**config.mk**
```make
export PLATFORM = sky130hd
export DESIGN_NAME = mlpq_controller
export DESIGN_NICKNAME = d
export VERILOG_FILES = /design/src/mlpq_pkg.sv /design/src/mlpq_controller.sv
export SDC_FILE = /design/constraint.sdc
export NUM_CORES = 1
export LEC_CHECK = 0
export ABC_CLOCK_PERIOD_IN_PS = 2600
export BUFFER_PORTS_ARGS = -buffer_cell sky130_fd_sc_hd__buf_2
export CAP_MARGIN = 5
export CORE_AREA = 5 5 42 44
export CTS_CLUSTER_DIAMETER = 60
export DETAILED_ROUTE_END_ITERATION = 7
export DIE_AREA = 0 0 47 49
export PLACE_DENSITY = 0.52
export SLEW_MARGIN = 20
export SYNTH_ARGS = -nofsm -noshare
export SYNTH_HDL_FRONTEND = slang
export SYNTH_SLANG_ARGS = --single-unit
```
**constraint.sdc**
```tcl
create_clock -name clock -period 2.6 [get_ports clock]
set_input_delay 0.13 -clock clock [delete_from_list [all_inputs] [get_ports clock]]
set_output_delay 0.13 -clock clock [all_outputs]
set_load 0.1 [all_outputs]
```
**src/mlpq_pkg.sv**
```systemverilog
// ----------------------------------------------------------------------------
// mlpq_pkg
// Shared types for the multi-level priority queue: result status codes and
// the command and status bundles between controller and datapath.
// ----------------------------------------------------------------------------
package mlpq_pkg;

   typedef enum logic [1:0] {
      STATUS_OK    = 2'd0,
      STATUS_FULL  = 2'd1,
      STATUS_EMPTY = 2'd2
   } status_type;

   typedef struct packed {
      logic       capture;
      logic       enq_commit;
      logic       deq_commit;
      logic       rsp_load;
      logic       rsp_fetch;
      status_type rsp_status;
   } cmd_type;

   typedef struct packed {
      logic is_deq;
      logic enq_reject;
      logic all_empty;
   } stat_type;

endpackage

```
**src/mlpq_controller.sv**
```systemverilog
// ----------------------------------------------------------------------------
// mlpq_controller
// Sequencer for one request: pointer read, evaluate and commit, entry fetch
// on a successful dequeue, result strobe.
// ----------------------------------------------------------------------------
module mlpq_controller (
   input  logic                clock,
   input  logic                reset,
   input  logic                start,
   output logic                busy,
   output logic                rsp_strobe,
   output mlpq_pkg::cmd_type   cmd,
   input  mlpq_pkg::stat_type  stat
);

   import mlpq_pkg::*;

   typedef enum logic [1:0] {
      S_IDLE,
      S_EVAL,
      S_FETCH
   } state_type;

   state_type state_ff, state_in;
   logic      busy_ff, busy_in;
   logic      rsp_strobe_ff, rsp_strobe_in;

   always_comb begin
      state_in       = state_ff;
      cmd            = '0;
      cmd.rsp_status = STATUS_OK;
      unique case (state_ff)
         S_IDLE: begin
            if (start) begin
               cmd.capture = 1'b1;
               state_in    = S_EVAL;
            end
         end
         S_EVAL: begin
            state_in = S_IDLE;
            if (stat.is_deq) begin
               if (stat.all_empty) begin
                  cmd.rsp_load   = 1'b1;
                  cmd.rsp_status = STATUS_EMPTY;
               end else begin
                  cmd.deq_commit = 1'b1;
                  state_in       = S_FETCH;
               end
            end else begin
               cmd.rsp_load = 1'b1;
               if (stat.enq_reject) begin
                  cmd.rsp_status = STATUS_FULL;
               end else begin
                  cmd.enq_commit = 1'b1;
               end
            end
         end
         S_FETCH: begin
            cmd.rsp_load  = 1'b1;
            cmd.rsp_fetch = 1'b1;
            state_in      = S_IDLE;
         end
         default: begin
            state_in = S_IDLE;
         end
      endcase
      busy_in       = (state_in != S_IDLE);
      rsp_strobe_in = cmd.rsp_load;
   end

   always_ff @(posedge clock) begin
      if (reset) begin
         state_ff      <= S_IDLE;
         busy_ff       <= 1'b0;
         rsp_strobe_ff <= 1'b0;
      end else begin
         state_ff      <= state_in;
         busy_ff       <= busy_in;
         rsp_strobe_ff <= rsp_strobe_in;
      end
   end

   assign busy       = busy_ff;
   assign rsp_strobe = rsp_strobe_ff;

endmodule
```
==> results_dict.tcl <==
set metrics [dict create \
    setup_viol 0 \
    port_buffers 14 \
    ys_seq_area_frac 0.311 \
    pwr-share-comb 0.364 \
    chipHeight_microns 49 \
    synth_area_per_cell_sq_um 9.55 \
    syn2layout_area_growth_pct 42.7 \
    final_cells 59 \
    rr_endpoint "rsp_strobe$_SDFF_PP0_" \
    detail-route-antenna-nets 0 \
    antenna_found_initial 0 \
    fillCellCount 165 \
    cp-end-kind "primary output" \
    final_util 0.263 \
    crit_path_start_kind "flip-flop" \
    pre_cts_ws_ns 1.15 \
    fmax_ghz 0.590 \
    dr.pass1.iters 2 \
    path_cells "inv_1, ha_1, o21ai_0, nor2_1, buf_2" \
    dr_wl_met2_microns 290 \
    synth_nets 36 \
    wirelength_microns 582 \
    reg2regPathDepth 4 \
    synth_compound_area_frac 0.0485 \
    grt_pass1_vias 214 \
    finalWorstSetupSlack_ns 0.906 \
    power_leakage_nw 0.195 \
    synth-seq-cells 4 \
    crit_family "buffers and inverters" \
    cts_tree "yes" \
    min_to "rsp_strobe$_SDFF_PP0_" \
    reg2reg_from "state_ff[1]$_SDFF_PP0_" \
    arrival_ns 1.56 \
    critPathKind "reg2out" \
    start_util 0.184 \
    worstHoldStart "reset" \
    wl_met1_microns 240 \
    insertedDiodeCount 0 \
    clkTransAtPathRegs_ns 0.04 \
    maxSlewViolCount 0 \
    netSwitchingFraction 0.403 \
    tightest_slew_ns 0.489 \
    hold_violations 0 \
    yosysWarnings 0 \
    pin_count 15 \
    postCtsSetupBuffers 0 \
    cts.repair.resized 0 \
    timing.final.crit_share 0.651 \
    cts_max_path_buffers 2 \
    gr-total-overflow 0 \
    r2r_slack_ns 1.51 \
    synth_adder_area_share 0.146 \
    relSlewSlack 0.676 \
    power_density_nw_per_um2 614 \
    cts.sink_count 4 \
    synth_top_family_by_area "simple AND/OR/NAND/NOR gates" \
    muxShareOfSynthArea 0 \
    tns_ns 0 \
    critPathMaxFanout 3 \
    status "completed" \
    pwr-share-clk 0.339 \
    hp-class "in2reg" \
    crit_path_max_incr_delay_ns 0.43 \
    hold-worst-slack_ns 0.114 \
    internal_power_uw 135 \
    viasPerCell 3.92 \
    place_area_sq_um 345 \
    clk_latency_ns 0.23 \
    ctsHoldBuffers 0 \
    final_nets 54 \
    grt_max_degree 7 \
    wl_met3_microns 51 \
    final_cell_mix "buf_2, nor2_1, dfxtp_1" \
    clock_tree.root_cell "clkbuf_4" \
    cpMaxStageDelayCell "buf_2" \
    fin_worst_skew_ns 0.00799 \
    hold_depth 2 \
    finalInstanceArea_sq_um 368 \
    synth_xor_xnor_area_share 0 \
    core_sq_um 1400 \
    htreeDepth 1 \
    drv_cap 0 \
    syn-instance-count 27 \
    ir_drop_mv 0.160 \
    drive_above_1_share 0.535 \
    die_w_microns 47 \
    pwr-share-seq 0.298 \
    die-area_sq_um 2300 \
    grt_pass1_wl_microns 910 \
    dpl.cell_count 56 \
    grtUsageTotal 0.0605 \
    cts_buffers 3 \
    drt_iter0_drc 2 \
    worst-path-buf-inv 2 \
    syn_area_sq_um 258 \
    power.switching_uw 91.0 \
    mostFrequentLayoutCell "buf_2" \
    cp.required_ns 2.47 \
    wl_per_cell_microns 9.86 \
    synth_cell_types 16 \
    rows 14 \
    highest_layer "met3" \
    vias 231 \
    rsz0062_at_grt "no" \
    finalCriticalPeriod_ns 1.69 \
    yosys.area_share.simple 0.437 \
    drcViolationCount 0 \
    place.gp.congestion 0.627 \
    p_total_uw 226 \
    dp_hpwl_microns 481 \
]
## cell usage after synthesis
cell type,count,area share
nand4bb_1,2,0.087
and2_1,1,0.024
dfxtp_1,4,0.31
nor3b_1,1,0.029
nand2b_4,1,0.053
o211ai_1,1,0.029
ha_1,3,0.15
buf_4,1,0.029
nor3b_2,1,0.049
nor3_2,1,0.039
nand2_1,2,0.029
o21ai_0,1,0.019
inv_1,2,0.029
and3_2,1,0.029
and3b_2,1,0.039
nor2_1,4,0.058
## sequential cells by signal, indices dropped and copies added, names as in the netlist
name	cells
busy	1
state_ff	2
rsp_strobe	1
## final cells by class
cell class | count | area [sq um] | area share
Timing Repair Buffer | 14 | 70.1 | 0.190
Tap cell | 16 | 20.0 | 0.0544
Clock buffer | 3 | 22.5 | 0.0612
Sequential cell | 4 | 80.1 | 0.218
Multi-Input combinational cell | 20 | 168 | 0.456
Inverter | 2 | 7.51 | 0.0204
## logic make-up (layout without fill, tap and decap cells)
group	after synthesis	count (layout)
adders and majority gates	3	3
buffers and inverters	3	19
AOI/OAI and AO/OA	2	2
and+or+nand+nor	15	15
DFF	4	4
## per-layer routing
metal,up-vias,global-route usage
li1,123,-
met4,0,0.0829
met1,102,0.0592
met5,-,0
met3,0,0.0295
met2,6,0.0747
## worst max path at each step
stage / end / cells after the start / from / slack (ns)
2_1_floorplan: cmd[4] / 4 / state_ff[1]$_SDFF_PP0_ / 0.59
3_3_place_gp: cmd[3] / 5 / state_ff[1]$_SDFF_PP0_ / 1.15
3_5_place_dp: cmd[3] / 5 / state_ff[0]$_SDFF_PP0_ / 1.15
4_1_cts: cmd[3] / 5 / state_ff[0]$_SDFF_PP0_ / 0.88
5_1_grt: cmd[3] / 5 / state_ff[0]$_SDFF_PP0_ / 0.82
6_report: cmd[3] / 5 / state_ff[0]$_SDFF_PP0_ / 0.91
## power by group through the flow
stage | Sequential, mW | Combinational [mW] | Clock [mW]
4_1_cts | 0.0672 | 0.0827 | 0.0826
3_5_place_dp | 0.0683 | 0.0822 | 0
6_report | 0.0672 | 0.0822 | 0.0765
5_1_grt | 0.0676 | 0.0869 | 0.0869
3_3_place_gp | 0.0681 | 0.0825 | 0
2_1_floorplan | 0.0828 | 0.0536 | 0
(Power assumes the default switching activity.)
